File: config.mk
export PLATFORM = sky130hd
export DESIGN_NAME = button_click_classifier_core_flat
export DESIGN_NICKNAME = d
export VERILOG_FILES = /design/src/hdl/bcc_pkg.sv /design/src/hdl/bcc_in_if.sv /design/src/hdl/bcc_out_if.sv /design/src/hdl/bcc_step.sv /design/src/hdl/button_click_classifier_core.sv /design/src/flat_wrapper.sv
export SDC_FILE = /design/constraint.sdc
export NUM_CORES = 1
export LEC_CHECK = 0
export ABC_AREA = 1
export BUFFER_PORTS_ARGS = -buffer_cell sky130_fd_sc_hd__buf_4
export CORE_MARGIN = 5
export CORE_UTILIZATION = 29
export DETAILED_ROUTE_END_ITERATION = 10
export GPL_TIMING_DRIVEN = 0
export SLEW_MARGIN = 20
export SYNTH_ARGS = -nofsm -noshare
export SYNTH_HDL_FRONTEND = slang
export SYNTH_SLANG_ARGS = --single-unit
File: constraint.sdc
create_clock -name clk -period 21.2 [get_ports clk]
set_clock_uncertainty 0.1 [all_clocks]
set_input_delay 2.12 -clock clk [delete_from_list [all_inputs] [get_ports clk]]
set_output_delay 2.12 -clock clk [all_outputs]
set_load 0.05 [all_outputs]
File: src/hdl/bcc_pkg.sv
// Package with the types, codes and reset values shared by the button click classifier.
`default_nettype none
package bcc_pkg;

  localparam int unsigned TIME_W = 16;

  typedef enum logic [1:0] {
    EV_NONE   = 2'd0,
    EV_SINGLE = 2'd1,
    EV_DOUBLE = 2'd2,
    EV_LONG   = 2'd3
  } press_event_t;

  typedef enum logic [1:0] {
    REG_DEBOUNCE = 2'd0,
    REG_DOUBLE   = 2'd1,
    REG_LONG     = 2'd2,
    REG_UNUSED   = 2'd3
  } reg_index_t;

  localparam logic [TIME_W-1:0] DEBOUNCE_RESET = 16'd50;
  localparam logic [TIME_W-1:0] DOUBLE_RESET   = 16'd300;
  localparam logic [TIME_W-1:0] LONG_RESET     = 16'd1000;

  typedef struct packed {
    logic [TIME_W-1:0] debounce_ms;
    logic [TIME_W-1:0] double_window_ms;
    logic [TIME_W-1:0] long_press_ms;
  } bcc_cfg_t;

  typedef struct packed {
    logic [TIME_W-1:0] elapsed_count;
    logic              timing_active;
    logic              previous_level;
    logic [TIME_W-1:0] change_stamp;
    logic [TIME_W-1:0] press_stamp;
    logic [TIME_W-1:0] release_stamp;
    logic              second_click_wait;
    logic              long_armed;
    logic              long_reported;
  } bcc_state_t;

endpackage
`default_nettype wire

File: src/hdl/bcc_in_if.sv
// Interface for the poll channel: valid, ready and one pin sample with its tick flag.
`default_nettype none
interface bcc_in_if;
  logic valid;
  logic ready;
  logic pin_level;
  logic ms_tick;

  modport source (output valid, output pin_level, output ms_tick, input ready);
  modport sink (input valid, input pin_level, input ms_tick, output ready);
endinterface
`default_nettype wire

File: src/hdl/bcc_out_if.sv
// Interface for the result channel: valid, ready and the classified press event.
`default_nettype none
interface bcc_out_if;
  logic       valid;
  logic       ready;
  logic [1:0] press_event;

  modport source (output valid, output press_event, input ready);
  modport sink (input valid, input press_event, output ready);
endinterface
`default_nettype wire

File: src/hdl/bcc_step.sv
// Next-state and event logic for one poll of the button click classifier.
`default_nettype none
module bcc_step (
  input  bcc_pkg::bcc_state_t   state_cur,
  input  bcc_pkg::bcc_cfg_t     cfg,
  input  logic                  pin_level,
  input  logic                  ms_tick,
  output bcc_pkg::bcc_state_t   state_next,
  output bcc_pkg::press_event_t press_event
);
  import bcc_pkg::*;

  // A stamp later than now reads as a gap beyond any 16-bit threshold.
  function automatic logic [TIME_W:0] since(input logic [TIME_W-1:0] now,
                                            input logic [TIME_W-1:0] stamp);
    logic [TIME_W:0] diff;
    begin
      if (stamp > now) begin
        diff = {1'b1, {TIME_W{1'b0}}};
      end else begin
        diff = {1'b0, now - stamp};
      end
      return diff;
    end
  endfunction

  function automatic bcc_state_t clear_timer(input bcc_state_t s_in);
    bcc_state_t s_out;
    begin
      s_out                   = s_in;
      s_out.second_click_wait = 1'b0;
      s_out.timing_active     = 1'b0;
      s_out.elapsed_count     = '0;
      s_out.release_stamp     = '0;
      s_out.press_stamp       = '0;
      return s_out;
    end
  endfunction

  always_comb begin
    bcc_state_t        s;
    logic [TIME_W-1:0] now;
    logic              swallow;
    press_event_t      ev;

    s       = state_cur;
    ev      = EV_NONE;
    swallow = 1'b0;

    if (s.timing_active) begin
      s.elapsed_count = s.elapsed_count + TIME_W'(ms_tick);
      now = s.elapsed_count;
    end else begin
      s.elapsed_count = '0;
      now = '0;
    end

    if (pin_level != s.previous_level) begin
      s.change_stamp  = now;
      s.timing_active = 1'b1;
    end

    if (since(now, s.change_stamp) > {1'b0, cfg.debounce_ms}) begin
      if (pin_level && !s.long_armed) begin
        s.press_stamp = now;
        s.long_armed  = 1'b1;
      end else if (!pin_level && s.long_armed) begin
        if (s.long_reported) begin
          s.long_reported = 1'b0;
          s            = clear_timer(s);
          s.long_armed = 1'b0;
          swallow      = 1'b1;
        end else begin
          s.long_armed = 1'b0;
          if (s.second_click_wait &&
              since(now, s.release_stamp) < {1'b0, cfg.double_window_ms}) begin
            ev = EV_DOUBLE;
            s  = clear_timer(s);
          end else begin
            s.second_click_wait = 1'b1;
            s.release_stamp     = now;
          end
        end
      end
    end

    if (!swallow) begin
      if (s.second_click_wait &&
          since(now, s.release_stamp) > {1'b0, cfg.double_window_ms}) begin
        ev = EV_SINGLE;
        s  = clear_timer(s);
      end

      s.previous_level = pin_level;

      if (s.long_armed && pin_level &&
          since(now, s.press_stamp) >= {1'b0, cfg.long_press_ms}) begin
        s                = clear_timer(s);
        s.long_reported  = 1'b1;
        s.previous_level = 1'b0;
        s.long_armed     = 1'b0;
        ev               = EV_LONG;
      end
    end

    state_next  = s;
    press_event = ev;
  end

endmodule
`default_nettype wire

File: src/hdl/button_click_classifier_core.sv
// Top level of the button click classifier: config registers, state and result register.
// A result is registered and is valid in the cycle after its poll item is accepted.
// Throughput: one item per cycle while results are taken; the only loop is the state update.
// The poll side is ready whenever the result register is empty or being taken.
// Reset clears all state and the result valid flag and loads default thresholds.
`default_nettype none
module button_click_classifier_core (
  input  logic        clk,
  input  logic        rst,
  input  logic        cfg_we,
  input  logic [1:0]  cfg_index,
  input  logic [15:0] cfg_data,
  bcc_in_if.sink      poll,
  bcc_out_if.source   result
);
  import bcc_pkg::*;

  bcc_cfg_t     cfg;
  bcc_state_t   state;
  bcc_state_t   state_next;
  press_event_t step_event;
  press_event_t press_event;
  logic         result_valid;
  logic         poll_accept;

  bcc_step u_step (
    .state_cur   (state),
    .cfg         (cfg),
    .pin_level   (poll.pin_level),
    .ms_tick     (poll.ms_tick),
    .state_next  (state_next),
    .press_event (step_event)
  );

  assign poll.ready         = !result_valid || result.ready;
  assign poll_accept        = poll.valid && poll.ready;
  assign result.valid       = result_valid;
  assign result.press_event = press_event;

  always_ff @(posedge clk) begin
    if (rst) begin
      cfg.debounce_ms      <= DEBOUNCE_RESET;
      cfg.double_window_ms <= DOUBLE_RESET;
      cfg.long_press_ms    <= LONG_RESET;
    end else if (cfg_we) begin
      case (reg_index_t'(cfg_index))
        REG_DEBOUNCE: cfg.debounce_ms      <= cfg_data;
        REG_DOUBLE:   cfg.double_window_ms <= cfg_data;
        REG_LONG:     cfg.long_press_ms    <= cfg_data;
        default: begin
        end
      endcase
    end
  end

  always_ff @(posedge clk) begin
    if (rst) begin
      state        <= '0;
      result_valid <= 1'b0;
    end else begin
      if (poll_accept) begin
        state        <= state_next;
        result_valid <= 1'b1;
      end else if (result.ready) begin
        result_valid <= 1'b0;
      end
    end
  end

  always_ff @(posedge clk) begin
    if (poll_accept) begin
      press_event <= step_event;
    end
  end

`ifndef SYNTH
  a_idle_timer_zero: assert property (@(posedge clk) disable iff (rst)
    !state.timing_active |-> state.elapsed_count == '0)
    else $error("elapsed count nonzero while timing is idle");

  a_accept_gives_result: assert property (@(posedge clk) disable iff (rst)
    poll_accept |=> result_valid)
    else $error("accepted item produced no result");

  a_long_sets_reported: assert property (@(posedge clk) disable iff (rst)
    poll_accept && step_event == EV_LONG |=> state.long_reported && !state.long_armed)
    else $error("long press did not mark long press done");

  a_click_clears_timer: assert property (@(posedge clk) disable iff (rst)
    poll_accept && (step_event == EV_SINGLE || step_event == EV_DOUBLE)
    |=> !state.second_click_wait && !state.timing_active)
    else $error("click event left timing running");
`endif

endmodule
`default_nettype wire

File: src/flat_wrapper.sv
// flat-port wrapper written by rule: the top's interface ports become plain ports
module button_click_classifier_core_flat import bcc_pkg::*;
  (clk, rst, cfg_we, cfg_index, cfg_data, poll_valid, poll_pin_level, poll_ms_tick, poll_ready, result_valid, result_press_event, result_ready);
  bcc_in_if poll_i ();
  bcc_out_if result_i ();
  input  logic clk;
  input  logic rst;
  input  logic cfg_we;
  input  logic [1:0] cfg_index;
  input  logic [15:0] cfg_data;
  input wire logic [$bits(poll_i.valid)-1:0] poll_valid;
  input wire logic [$bits(poll_i.pin_level)-1:0] poll_pin_level;
  input wire logic [$bits(poll_i.ms_tick)-1:0] poll_ms_tick;
  output wire logic [$bits(poll_i.ready)-1:0] poll_ready;
  output wire logic [$bits(result_i.valid)-1:0] result_valid;
  output wire logic [$bits(result_i.press_event)-1:0] result_press_event;
  input wire logic [$bits(result_i.ready)-1:0] result_ready;
  assign poll_i.valid = poll_valid;
  assign poll_i.pin_level = poll_pin_level;
  assign poll_i.ms_tick = poll_ms_tick;
  assign poll_ready = poll_i.ready;
  assign result_valid = result_i.valid;
  assign result_press_event = result_i.press_event;
  assign result_i.ready = result_ready;
  button_click_classifier_core u_core (.clk(clk), .rst(rst), .cfg_we(cfg_we), .cfg_index(cfg_index), .cfg_data(cfg_data), .poll(poll_i), .result(result_i));
endmodule
### Word level (Yosys, flattened, before mapping)

Index checks and enable logic that the tools add are counted.
W data, S select, Z words.

| storage, ports and cells | value |
|---|---|
| flip-flop bits (word level) | 120 |
| input bits | 25 |
| output and inout port bits | 4 |
| logic and storage cells | 87 |

| operators by class | value |
|---|---|
| add/subtract/negate cells | 5 |
| magnitude comparators | 8 |
| equality and inequality tests | 3 |
| multiplexer cells | 41 |
| reductions and logical operators | 16 |

Operators by type and width:

| kind | number |
|---|---|
| $mux W69 | 7 |
| $mux W17 | 12 |
| $gt A16 B16 Y1 | 4 |
| $sub A16 B16 Y16 | 4 |
| $mux W50 | 1 |
| $mux W16 | 3 |
| $gt A17 B16 Y1 | 2 |
| $mux W34 | 1 |
| $ge A17 B16 Y1 | 1 |
| $lt A17 B16 Y1 | 1 |
| $add A16 B1 Y16 | 1 |
| $mux W2 | 8 |
| $mux W1 | 9 |
| $logic_and A1 B1 Y1 | 7 |
| $reduce_and A2 Y1 | 3 |
| $logic_not A1 Y1 | 3 |
| $eq A2 B1 Y1 const B | 1 |
| $eq A2 B2 Y1 const B | 1 |
| $logic_not A2 Y1 | 1 |
| $reduce_bool A2 Y1 | 1 |
| $logic_or A1 B1 Y1 | 1 |
| $ne A1 B1 Y1 | 1 |

### Logic depth before layout (Yosys ltp)

Gate-level depths: netlist of run 1.

| depth | value |
|---|---|
| depth after elaboration | 29 |
| gate-level depth with buffers | 96 |
| depth with buffers taken out | 91 |

### By module

Synthesis of run 1 repeated with hierarchy kept, for this count alone.

| second synthesis, totals | value |
|---|---|
| cell total of the unflattened synthesis | 1931 |
| area, all modules | 11746.3 µm² |

Modules (own cells, without submodules):

| module | instances | cells each | area an instance (µm²) | seq. area each (µm²) |
|---|---|---|---|---|
| bcc_step | 1 | 1184 | 6623.9 | 0.0 |
| button_click_classifier_core | 1 | 747 | 5122.4 | 2422.3 |

### Least setup slack after synthesis of run 1

No wires, ideal clock.

| timing | value |
|---|---|
| path kind | input to register |
| from | input poll_ms_tick |
| to | register u_core.state[11] in the netlist's numbering |
| arrival | 12.552 ns |
| data required time | 20.961 ns |
| slack | 8.409 ns |
| stages | 91 |
| cell sequence | ha_1 > ha_1 > nand2_1 > inv_1 > nand2_1 > nor2_1 > inv_1 > nor2_1 > nor2_1 > nor3_1 > nand2_1 > o21ai_0 > inv_1 > ha_1 > nand2_1 > inv_1 > a21boi_1 > nand2_2 > (+55 left out) > o21ai_0 > a21oi_1 > ha_1 > a21oi_1 > o21ai_0 > nand2_1 > nand3_1 > a21boi_0 > o21ai_0 > nand2_1 > nand3_1 > nand3_2 > nand2_4 > inv_2 > buf_6 > buf_8 > nand3_2 > a21oi_2 |

| between the ends | value |
|---|---|
| cells in the longest elaborated chain, start to end | 29 |
| elaborated cells on any way between the ends | 41 |

Ends and longest elaborated chain:

| element | RTL line | text |
|---|---|---|
| start, declared | flat_wrapper.sv:13 | `input wire logic [$bits(poll_i.ms_tick)-1:0] poll_ms_tick;` |
| $add A16 B1 Y16 (*) | bcc_step.sv:51 | `s.elapsed_count = s.elapsed_count + TIME_W'(ms_tick);` |
| $mux W16 (*) | bcc_step.sv:50 | `if (s.timing_active) begin` |
| $sub A16 B16 Y16 / $gt A16 B16 Y1 (equally long branches) | bcc_step.sv:21, bcc_step.sv:18 |  |
| $mux W17 | bcc_step.sv:18 | `if (stamp > now) begin` |
| $mux W17 | bcc_step.sv:68 | `if (s.long_reported) begin` |
| $mux W17 | bcc_step.sv:67 | `end else if (!pin_level && s.long_armed) begin` |
| $mux W17 | bcc_step.sv:64 | `if (pin_level && !s.long_armed) begin` |
| $mux W17 | bcc_step.sv:63 | `if (since(now, s.change_stamp) > {1'b0, cfg.debounce_ms}) begin` |
| (+13 left out) | -- |  |
| $mux W69 | bcc_step.sv:87 | `if (!swallow) begin` |
| $sub A16 B16 Y16 / $gt A16 B16 Y1 (equally long branches) | bcc_step.sv:21, bcc_step.sv:18 |  |
| $mux W17 | bcc_step.sv:18 |  |
| $mux W17 | bcc_step.sv:87 |  |
| $ge A17 B16 Y1 | bcc_step.sv:97 | `since(now, s.press_stamp) >= {1'b0, cfg.long_press_ms}) begin` |
| $logic_and A1 B1 Y1 | bcc_step.sv:96 | `if (s.long_armed && pin_level &&` |
| $mux W69 | bcc_step.sv:96 |  |
| $mux W69 (*) | bcc_step.sv:87 |  |
| end signal, assigned | button_click_classifier_core.sv:62 | `state <= state_next;` |
| end, declared | button_click_classifier_core.sv:19 | `bcc_state_t state;` |

Every way passes the cells marked *; elsewhere a longest branch is shown, timed or not. The select of a mux whose other input is x is not followed.
A chain may end at the register's enable or synchronous reset.

### Worst setup path after layout of run 1

| timing | value |
|---|---|
| from | input poll_ms_tick |
| to | register u_core.state[9] in the netlist's numbering |

Same word-level chain as after synthesis.

==> results.md, run 1 <==
Clock network:
- The clock input transition at the sequential cells of the worst setup and hold paths is 60 ps.
- The total number of H-tree levels is 4.
- TritonCTS created 17 clock buffers.
- In this run, post-CTS repair resized a total of 0 instances.
- CTS placed an instance of sky130_fd_sc_hd__clkbuf_16 at the clock tree root.
- Clock latency on the worst-skew pair, taken at its later pin, is 430 ps.
- The count of hold-fix buffers inserted at cts is 0.
- The clock sink total is 120.
- The clock tree from TritonCTS is done.
- After clock tree synthesis, the setup repair step added 0 buffers.
- The largest buffer count on any clock path is 2.

GRT:
- The residual overflow from global routing is 0.
- The maximum number of pins on one net before global-route repair is 17.
- The initial antenna violation count is 0.
- For this run, the total global-route usage over all layers was measured as 0.1612.
- The via count of the first global-routing pass was 9411.
- The first-pass GRT wire length is 50470 µm.

Routing:
- The average via count per standard cell is 4.973.
- After the first detailed-routing iteration, the DRC count stood at 848.
- The final routed DRC violation total is 0.
- The first-pass detailed-route iteration total is 6.
- After detailed routing, the total wire length is 31370 µm.
- The number of nets still failing antenna checks after routing is 0.
- In the final routed layout, each cell accounts on average for 15.40 µm.
- The detailed router placed 10.13k vias in this run.

Placement:
- The detailed-placement wirelength estimate is 24760 µm.
- The placer congestion estimate is 0.9100.
- The count of port buffers added during placement is 28.

Setup path:
- The count of buffering cells on the critical path with inverters included is 11.
- The kind of cell with the highest combined delay along the critical path is simple AND/OR/NAND/NOR gates.
- The worst setup path is captured at a flop.
- The startpoint kind of the worst setup timing path is a primary input.
- The cell with the biggest individual delay on the critical path is sky130_fd_sc_hd__nor3b_2.
- The maximum fanout along the worst path is 10.
- The required arrival time at the worst endpoint is 21440 ps.
- On the worst path, the slowest cell contributes a delay of 850 ps.
- The critical path is of the in -> reg type.
- The data arrival time at the worst-slack endpoint is 15770 ps.
- By instance count, the cell type seen most on the critical path is sky130_fd_sc_hd__nand2_1.

Synthesis:
- The post-synthesis net count is 1678.
- Of the post-synthesis cell area, the dominant cell type holds 0.2331.
- Of the total synthesized cell area, the portion taken by XOR and XNOR cells is 0.01988.
- The synthesized area per cell is 6.670 µm².
- After synthesis, the largest family of logic cells by area is simple AND/OR/NAND/NOR gates.
- The number of enable flip-flop cells after synthesis is 2.
- Synthesis produced 1519 cells.
- The largest total area in the synthesized netlist belongs to sky130_fd_sc_hd__dfxtp_1.
- The share of synthesized cell area in and, or, nand and nor gates is 0.2638.
- Yosys attributes the largest share of cell area to sky130_fd_sc_hd__dfxtp_1 (23%), sky130_fd_sc_hd__ha_1 (16%), sky130_fd_sc_hd__nand2_1 (12%).
- After synthesis, the most frequently instantiated cells are sky130_fd_sc_hd__nand2_1 (331), sky130_fd_sc_hd__inv_1 (190), sky130_fd_sc_hd__a21oi_1 (178).
- The complex-gate fraction of the synthesized area came to 0.2094.
- The mux share of post-synthesis cell area is 0.001976.
- The async set or reset register ratio after synthesis is 0.
- After synthesis the netlist holds a flip-flop and latch count of 120.
- The dominant register cell in the synthesized netlist is sky130_fd_sc_hd__dfxtp_1.
- The cell area after synthesis is 0.01013 mm².
- After synthesis, the netlist uses 51 different library cells.
- The share of the Yosys chip area taken by registers is 0.2391.
- The adder and majority cell fraction of the synthesized area is 0.1684.
- The library cell with the highest instance count after synthesis is sky130_fd_sc_hd__nand2_1.
- The total number of yosys warnings is 0.

STA:
- Headroom to the max-slew limit came out at 0.2738.
- Setup repair after global routing left no endpoint under its margin.
- The minimum hold slack is 360.1 ps.
- The maximum clock frequency is 64.42 MHz.
- The transition time at the pin with the least slew margin is 1085 ps.
- After routing, the total negative slack on setup checks comes to 0 ps.
- The final-report hold violation count is 0.
- Counting I/O delays and the setup requirement, the final critical path takes 15520 ps.
- The share of the clock period used by the worst path after layout is 0.7322.
- The final number of max-transition violations is 0.
- Setup violations remaining at the end of the flow were counted as 0.

Status:
- The run finished with clean final reports.

Finish:
- The growth of design area from synthesis to finish is 14.03%.
- The proportion of layout cells with a drive suffix above 1 is 0.08723.
- The post-layout net count is 1728.
- The number of antenna diodes in the final layout is 0.

Worst hold path:
- The worst hold path class is reg -> reg.

Floorplan:
- The number of standard-cell rows in the floorplan is 68.
- The floorplan die area is 0.03878 mm².
- In this run the standard cell core region covers 0.03454 mm².
- For this configuration, the core starts out at a cell density of 0.2933.
- The I/O pin count is 29.
- The die is 196.9 µm tall.
- The die is 196.9 µm wide.

Power and ir drop:
- VDD sags by at most 0.04390 mV.
- The leakage power figure is 5.410 nW.
- Power spread over the standard cell area amounts to 55.27 mW/mm².

Run:
- The tool flagged a number of max-cap violations equal to 0.
registers in the layout, indices dropped and copies added (netlist names):
register / cells
u_core.cfg: 48
u_core.state: 69
u_core.result.press_event: 2
u_core.result.valid: 1
routing by layer:
metal | GRT usage | wire length, µm | share of wire
met1 | 0.2348 | 15620 | 0.50
met2 | 0.2475 | 13310 | 0.42
met3 | 0.02034 | 1650 | 0.053
met4 | 0.05085 | 780 | 0.025
met5 | 0 | 0 | 0
area by class of cell:
class	count	area [µm²]
buffer	49	214.0
multi-input combinational	1144	6743
clock inverter	14	137.6
clock buffer	18	450.4
sequential	120	2422
timing repair buffer	31	244.0
tap	455	569.3
fill	3832	22990
inverter	206	773.2
stage by stage:
| step | instances | total power, W | utilization | setup WS (ps) | area, µm² |
|---|---|---|---|---|---|
| after detailed placement | 2005 | 0.0003469 | 0.3174 | 5261 | 10970 |
| after CTS | 2037 | 0.0006409 | 0.3345 | 5645 | 11550 |
| after global routing | 2037 | 0.0006671 | 0.3345 | 4050 | 11550 |
| after floorplan | 1519 | 0.0003146 | - | 8409 | 10130 |
| after global placement | 2002 | 0.0003448 | 0.3159 | 4943 | 10910 |
| final | 2037 | 0.0006386 | 0.3345 | 5676 | 11550 |
final timing paths:
| check | endpoint | cells past startpoint | startpoint | slack, ps |
|---|---|---|---|---|
| max | u_core.state[9] | 88 | poll_ms_tick | 5680 |
| min | u_core.cfg[11] | 2 | u_core.cfg[11] | 360 |
| max reg2reg | u_core.state[9] | 87 | u_core.state[53] | 7130 |
| min reg2reg | u_core.cfg[11] | 2 | u_core.cfg[11] | 360 |
worst register-to-register path, delay by kind of cell (launching register included):
family                   cells  cell delay, ps
flip-flops                   1             330
buffers and inverters       10            2340
adder cells (fa/ha/maj)      7            2370
AND/OR/NAND/NOR             50            6060
AO/OA/AOI/OAI               20            2790
cells in the final DEF, fill, tap and decap left out, types with 10 or more instances in the layout:
cell type	count
sky130_fd_sc_hd__inv_2	11
sky130_fd_sc_hd__a21o_1	11
sky130_fd_sc_hd__a21oi_2	10
sky130_fd_sc_hd__nor3_1	15
sky130_fd_sc_hd__clkbuf_16	18
sky130_fd_sc_hd__nor2_1	105
sky130_fd_sc_hd__nand4_1	10
sky130_fd_sc_hd__o21ai_0	123
sky130_fd_sc_hd__nand3_1	89
sky130_fd_sc_hd__ha_1	130
sky130_fd_sc_hd__clkbuf_1	36
sky130_fd_sc_hd__xor2_1	14
sky130_fd_sc_hd__o211ai_1	26
sky130_fd_sc_hd__dfxtp_1	118
sky130_fd_sc_hd__inv_1	190
sky130_fd_sc_hd__buf_4	28
sky130_fd_sc_hd__a21oi_1	178
sky130_fd_sc_hd__nand3_2	11
sky130_fd_sc_hd__nand2_1	331
where the power goes:
part / switching (W) / internal [W]
Combinational: 0.0000727 / 0.0000333
Clock: 0.000124 / 0.000171
Sequential: 0.00000288 / 0.000235
Total: 0.000199 / 0.000439
logic make-up (layout without fill, tap and decap cells):
kind of cell	count (synthesis)	after routing
XOR/XNOR	23	23
adder cells (fa/ha/maj)	134	134
flip-flops	120	120
multiplexers	2	2
AND/OR/NAND/NOR	605	605
buffers and inverters	255	318
AO/OA/AOI/OAI	380	380
Note: power is estimated with default switching activity, not from simulation.
==> inputs of run 2 (changes only) <==
- clock period: 21.2 -> 13.1 ns (I/O delays scaled with it)
==> run 2 against run 1 <==
Utilization up 3.1 points; clock power up 62%; final area up 9.3%; sequential share of layout area down 1.8 points; wire length up 5.2%; critical path type unchanged; largest cell class unchanged; highest routed layer unchanged.
==> results.md, run 2 (synthesis gave the netlist of run 1 again) <==
GRT:
- The via count of the first global-routing pass is 9532 (was 9411).
- The residual overflow from global routing was 0 (unchanged).
- The overall track demand over capacity in global routing is 0.1642 (was 0.1612).
- The maximum number of pins on one net before global-route repair is 17 (unchanged).
- The initial antenna violation count is 0 (unchanged).
- The first-pass GRT wire length is 51360 µm (was 50470 µm).

Setup path:
- The data arrival time at the worst-slack endpoint is 12600 ps (was 15770 ps).
- The maximum fanout along the worst path was 10 (unchanged).
- The required arrival time at the worst endpoint is 13360 ps (was 21440 ps).
- The delay of the slowest cell on the worst path was 310 ps (was 850 ps).
- The critical path class was in -> reg (unchanged).
- The critical path capture point type is a flop (unchanged).
- The startpoint kind of the worst setup timing path was a primary input (unchanged).
- The cell with the biggest individual delay on the critical path is sky130_fd_sc_hd__ha_1 (was sky130_fd_sc_hd__nor3b_2).
- The most used cell along the critical path is sky130_fd_sc_hd__nand2_1 (unchanged).

Routing:
- The final routed DRC violation total is 0 (unchanged).
- The DRC marker count from the first detailed-route iteration came to 952 (was 848).
- The first-pass detailed-route iteration total is 5 (was 6).
- The number of nets still failing antenna checks after routing is 0 (unchanged).
- The aggregate routed wire length is 32980 µm (was 31370 µm).
- The routed length per instance is 15.75 µm (was 15.40 µm).
- The average via count per standard cell was 4.987 (was 4.973).
- The total via count after detailed routing was 10.44k (was 10.13k).

Clock network:
- The TritonCTS buffer count is 17 (unchanged).
- The clock sink total came to 120 (unchanged).
- The clock tree from TritonCTS was done (unchanged).
- The root buffer cell is sky130_fd_sc_hd__clkbuf_16 (unchanged).
- The insertion delay of the later-clocked pin in the worst-skew pair is 430 ps (about the same).
- The count of hold-fix buffers inserted at cts is 0 (unchanged).
- The total number of H-tree levels is 4 (unchanged).
- The clock input transition at the sequential cells of the worst setup and hold paths is 70 ps (was 60 ps).
- The largest buffer count on any clock path is 2 (unchanged).

Floorplan:
- The starting density of the core is 0.2933 (unchanged).
- The chip width is 196.9 µm (unchanged).
- The floorplan die height is 196.9 µm (unchanged).
- The area of the core is 0.03454 mm² (unchanged).
- The I/O pin count came to 29 (unchanged).
- The number of standard-cell rows in the floorplan is 68 (unchanged).
- The floorplan die area was 0.03878 mm² (unchanged).

Finish:
- Top Registers: u_core.state (69), u_core.cfg (48), u_core.result.press_event (2) (unchanged).
- The number of antenna cells inserted came to 0 (unchanged).
- Commonest non-fill, non-tap cells in the layout: sky130_fd_sc_hd__nand2_1 (317), sky130_fd_sc_hd__inv_1 (180), sky130_fd_sc_hd__a21oi_1 (171) (was sky130_fd_sc_hd__nand2_1 (331), sky130_fd_sc_hd__inv_1 (190), sky130_fd_sc_hd__a21oi_1 (178)).
- The most flop-heavy register is u_core.state (unchanged).
- The most common cell after layout, fill and taps aside is sky130_fd_sc_hd__nand2_1 (unchanged).
- The proportion of layout cells with a drive suffix above 1 is 0.1751 (was 0.08723).
- The post-layout net count is 1785 (was 1728).
- The growth of design area from synthesis to finish is 24.67% (was 14.03%).
- The post-route cell area is 0.01263 mm² (was 0.01155 mm²).
- The flip-flop count of the largest register after layout came to 69 (unchanged).

STA:
- The final-report hold violation count is 0 (unchanged).
- The transition time at the pin with the least slew margin is 782.3 ps (was 1085 ps).
- The worst path in the final design needs a cycle of 12340 ps, including I/O delays and setup.
- The worst setup slack after layout is 759.8 ps (was 5676 ps).
- The final number of max-transition violations came to 0 (unchanged).
- The max-slew headroom at the worst pin is 0.4785 (was 0.2738).
- In the finished design, the share of the clock period the worst path needs comes to 0.9420.
- The sum of negative setup slack came to 0 ps (unchanged).
- Derived from the worst setup path, the maximum achievable clock frequency is 81.04 MHz.
- The total setup violations reported at the end of the flow came to 0 (unchanged).

Placement:
- The pre-CTS setup slack is -2029 ps (was 5261 ps).
- The total cell area at the placement stage was 0.01097 mm² (unchanged).
- The count of port buffers added during placement is 28 (unchanged).
- The detailed-placement wirelength estimate is 24760 µm (unchanged).
- The placer congestion estimate came to 0.9100 (unchanged).

Run:
- The max-cap check violation count is 0 (unchanged).

Power and ir drop:
- The worst vdd rail ir drop was 0.07301 mV (was 0.04390 mV).
- The power density of the placed cells is 83.67 mW/mm² (was 55.27 mW/mm²).
- The leakage power figure was 5.775 nW (was 5.410 nW).

Status:
- Run status: completed (unchanged).

Worst hold path:
- The worst hold path class is reg -> reg (unchanged).
==> run 2: cell count changes in the layout (fill, tap and decap cells not counted), moves of 7 or more <==
cell                      before  now
sky130_fd_sc_hd__buf_4        28   84
sky130_fd_sc_hd__nor3_4        0    7
sky130_fd_sc_hd__o21ai_1       2   20
sky130_fd_sc_hd__inv_1       190  180
sky130_fd_sc_hd__ha_4          0   13
sky130_fd_sc_hd__ha_1        130  113
sky130_fd_sc_hd__nand2_2       5   18
sky130_fd_sc_hd__nand2_1     331  317
sky130_fd_sc_hd__a21oi_1     178  171
sky130_fd_sc_hd__nor2_1      105   94
sky130_fd_sc_hd__a21oi_2      10   17
sky130_fd_sc_hd__o21ai_0     123   98
==> run 2: worst max-delay path: cells and delay by family <==
family	cells	cell delay, ps
buffers and inverters	16	1980
adders and majority gates	8	2060
AOI/OAI and AO/OA	11	1670
and+or+nand+nor	56	5540
==> run 2: timing repair <==
action                     CTS  global route
gates resized for setup     34           140
buffers inserted            12            43
cloned                       0             2
pin swaps                    5            41
setup endpoints to repair   55            55
==> run 2: final cells by class <==
type / instances / area (µm²)
Buffer: 49 / 279.0
Clock buffer: 18 / 450.4
Clock inverter: 14 / 137.6
Fill cell: 3744 / 21910
Inverter: 206 / 807.0
Multi-Input combinational cell: 1144 / 7247
Sequential cell: 120 / 2422
Tap cell: 455 / 569.3
Timing Repair Buffer: 88 / 719.4
==> run 2: path summary, 6_finish.rpt <==
check / depth (start not counted) / endpoint / slack (ps) / from
worst max-delay path: 91 / u_core.state[34] / 760 / poll_ms_tick
worst min-delay path: 2 / u_core.cfg[11] / 360 / u_core.cfg[11]
worst max register to register: 90 / u_core.state[34] / 1400 / u_core.state[53]
worst min register to register: 2 / u_core.cfg[11] / 360 / u_core.cfg[11]
==> run 2: metrics by stage <==
step | power (W) | std cells | hold WS, ps | utilization
detailed placement | 0.0005614 | 2005 | 354.6 | 0.3174
global route | 0.001103 | 2094 | 383.3 | 0.3657
floorplan | 0.0005091 | 1519 | 335.3 | -
global placement | 0.0005580 | 2002 | 351.4 | 0.3159
CTS | 0.001040 | 2049 | 366.2 | 0.3410
finish | 0.001057 | 2094 | 360.1 | 0.3657
==> run 2: power by group <==
part / switching [W] / internal, W / total [W]
combinational: 0.000128 / 0.0000675 / 0.000195
sequential: 0.00000475 / 0.000380 / 0.000384
clock: 0.000200 / 0.000277 / 0.000477
==> run 2: layer usage <==
layer	up-vias	wire length, µm	GRT usage
li1	5300	-	-
met1	4754	16020	0.2373
met2	330	14290	0.2529
met3	58	1721	0.02000
met4	0	947	0.05650
met5	-	0	0
==> inputs of run 3 (changes only) <==
- CORE_MARGIN: 5 -> unset
==> run 3 against run 2 <==
Utilization is 0.055 points lower; sequential share of layout area up 0.076 points; die area is 8.0% lower; power grew 2.5%; first-iteration DRC count is 8.6% lower; final area is 0.40% lower; critical path type unchanged; critical endpoint is now u_core.state[18]; largest power group unchanged; critical path depth shrank 4; non-clock buffer count is 9 lower.
==> results.md, run 3 (synthesis gave the netlist of run 1 again) <==
Setup path:
- The critical path class is in -> reg (unchanged).
- The cell with the biggest individual delay on the critical path is sky130_fd_sc_hd__o21ai_0 (was sky130_fd_sc_hd__ha_1).
- The reg-to-reg setup timing slack is 1290 ps (was 1400 ps).
- The path depth of the worst reg2reg path is 85 (was 90).
- The data arrival time at the worst-slack endpoint is 12650 ps (was 12600 ps).
- The most used cell along the critical path is sky130_fd_sc_hd__nand2_1 (unchanged).
- The count of buffering cells on the critical path with inverters included was 16 (unchanged).
- The launch point of the worst reg-to-reg path was u_core.state[52] (was u_core.state[53]).
- The startpoint kind of the worst setup timing path is a primary input (unchanged).
- The delay of the slowest cell on the worst path is 460 ps (was 310 ps).
- The endpoint of the worst register-to-register path is u_core.state[18] (was u_core.state[34]).
- The launching instance or port of the critical path is poll_ms_tick (unchanged).
- The maximum fanout along the worst path is 10 (unchanged).
- The required arrival time at the worst endpoint is 13350 ps (was 13360 ps).
- The kind of cell adding the most delay to the critical path is simple AND/OR/NAND/NOR gates (unchanged).
- The critical path capture point type is a flop (unchanged).

STA:
- The total setup violations reported at the end of the flow is 0 (unchanged).
- The final-report hold violation count is 0 (unchanged).
- The minimum hold slack is 368.3 ps (was 360.1 ps).
- The share of the clock period used by the worst path after layout came to 0.9466 (was 0.9420).
- The max-slew headroom at the worst pin is 0.4497 (was 0.4785).
- The clock period minus worst slack is 12400 ps (was 12340 ps).
- The final number of max-transition violations is 0 (unchanged).
- The sum of negative setup slack is 0 ps (unchanged).
- The maximum clock frequency is 80.65 MHz (was 81.04 MHz).
- The transition time at the pin with the least slew margin came to 825.4 ps (was 782.3 ps).

Power and ir drop:
- The total power after layout is 0.001083 W (was 0.001057 W).
- The worst vdd rail ir drop is 0.06051 mV (was 0.07301 mV).
- The leakage power figure came to 5.717 nW (was 5.775 nW).
- The power density of the placed cells is 86.08 mW/mm² (was 83.67 mW/mm²).

Clock network:
- The total number of H-tree levels is 4 (unchanged).
- The clock tree from TritonCTS is done (unchanged).
- The insertion delay of the later-clocked pin in the worst-skew pair is 430 ps (about the same).
- The clock sink total was 120 (unchanged).
- The root buffer cell was sky130_fd_sc_hd__clkbuf_16 (unchanged).
- The count of hold-fix buffers inserted at cts is 0 (unchanged).
- The largest buffer count on any clock path was 2 (unchanged).
- The TritonCTS buffer count came to 17 (unchanged).
- The clock input transition at the sequential cells of the worst setup and hold paths is 60 ps (was 70 ps).

Finish:
- The most common cell after layout, fill and taps aside was sky130_fd_sc_hd__nand2_1 (unchanged).
- The share of the core filled with cells was 0.3651 (was 0.3657).
- The proportion of layout cells with a drive suffix above 1 was 0.1762 (was 0.1751).
- Top Registers: u_core.state (69), u_core.cfg (48), u_core.result.press_event (2) (unchanged).
- The most flop-heavy register is u_core.state (unchanged).
- The fill cell instance count of the final layout came to 3680 (was 3744).
- The area taken by flip-flops and latches is 0.002422 mm² (unchanged).
- The growth of design area from synthesis to finish is 24.18% (was 24.67%).
- Commonest non-fill, non-tap cells in the layout: sky130_fd_sc_hd__nand2_1 (317), sky130_fd_sc_hd__inv_1 (180), sky130_fd_sc_hd__a21oi_1 (169) (was sky130_fd_sc_hd__nand2_1 (317), sky130_fd_sc_hd__inv_1 (180), sky130_fd_sc_hd__a21oi_1 (171)).
- The number of antenna cells inserted was 0 (unchanged).
- The area taken by multi-input logic gates is 0.007281 mm² (was 0.007247 mm²).
- The post-layout net count is 1776 (was 1785).
- The flip-flop count of the largest register after layout is 69 (unchanged).

Routing:
- The DRC marker count from the first detailed-route iteration came to 870 (was 952).
- The routed length per instance came to 16.11 µm (was 15.75 µm).
- The total via count after detailed routing was 10.50k (was 10.44k).
- The first-pass detailed-route iteration total is 5 (unchanged).
- The final routed DRC violation total is 0 (unchanged).
- The aggregate routed wire length is 33570 µm (was 32980 µm).
- The average via count per standard cell is 5.036 (was 4.987).
- The number of nets still failing antenna checks after routing is 0 (unchanged).

Run:
- The max-cap check violation count is 0 (unchanged).

Floorplan:
- The I/O pin count is 29 (unchanged).
- The number of standard-cell rows in the floorplan is 68 (unchanged).
- The floorplan die area is 0.03569 mm² (was 0.03878 mm²).
- The floorplan die height is 188.9 µm (was 196.9 µm).
- The starting density of the core was 0.2940 (was 0.2933).
- The chip width is 188.9 µm (was 196.9 µm).
- The area of the core is 0.03446 mm² (was 0.03454 mm²).

GRT:
- The first-pass GRT wire length came to 51890 µm (was 51360 µm).
- The initial antenna violation count is 0 (unchanged).
- The overall track demand over capacity in global routing was 0.1851 (was 0.1642).
- The maximum number of pins on one net before global-route repair is 17 (unchanged).
- The via count of the first global-routing pass came to 9589 (was 9532).
- The residual overflow from global routing is 0 (unchanged).

Placement:
- The detailed-placement wirelength estimate is 24470 µm (was 24760 µm).
- The placer congestion estimate came to 0.8696 (was 0.9100).
- The count of port buffers added during placement is 28 (unchanged).

Status:
- Run status: completed (unchanged).

Worst hold path:
- The number of stages on the worst hold path was 2 (unchanged).
- The hold path startpoint was u_core.state[8] (was u_core.cfg[11]).
- The worst hold path class is reg -> reg (unchanged).
- The end point of the worst hold path is u_core.state[8] (was u_core.cfg[11]).
-- run 3: cell types whose count changed in the layout (fill, tap and decap cells not counted), sizes merged --
cell | before | now
buf | 103 | 93
bufinv | 1 | 4
clkbuf | 52 | 54
clkinv | 10 | 9
clkinvlp | 6 | 9
inv | 203 | 196
-- run 3: timing repair --
action	CTS	global route
gates resized for setup	32	145
gates cloned	0	1
setup endpoints to repair	55	55
pin swaps	4	21
setup buffers	19	28
-- run 3: worst max-delay path by stage --
stage	to	slack (ps)	cells after the start
2_1_floorplan	u_core.state[11]	1120	91
3_3_place_gp	u_core.state[16]	-2080	86
3_5_place_dp	u_core.state[17]	-1870	89
4_1_cts	u_core.state[13]	20	92
5_1_grt	u_core.state[18]	-80	91
6_report	u_core.state[18]	700	87
-- run 3: cell type report --
cell class,count,area share
multi-input combinational,1144,0.5787
timing repair buffer,79,0.04952
tap,455,0.04525
clock inverter,12,0.01412
inverter,206,0.06325
clock buffer,19,0.03520
sequential,120,0.1925
buffer,49,0.02148
-- run 3: power by group --
part	leakage, nW	switching (W)	total [W]	internal, W
clock	0.291	0.000189	0.000511	0.000322
sequential	0.982	0.00000478	0.000385	0.000380
combinational	4.44	0.000126	0.000187	0.0000617
total	5.72	0.000319	0.00108	0.000764
-- run 3: routing by layer --
metal	wire length, µm	GRT usage	vias to the layer above
li1	-	-	5278
met1	16130	0.2576	4847
met2	14910	0.2899	321
met3	1535	0.02113	50
met4	992	0.07382	0
met5	0	0	-
-- run 3: worst register-to-register path: cells and delay by family (launching register included) --
family / cells / cell delay (ps)
buf+inv: 13 / 1910
compound gates: 11 / 1550
flops: 1 / 330
fa+ha+maj: 9 / 2560
simple gates: 52 / 5280
-- run 3: per-stage QoR --
stage | cell area (µm²) | setup slack (ps) | instances
global route | 12580 | -83.98 | 2084
global placement | 10910 | -2085 | 2002
finish | 12580 | 700.2 | 2084
CTS | 11860 | 20.40 | 2055
detailed placement | 10950 | -1867 | 2005
floorplan | 10130 | 1119 | 1519
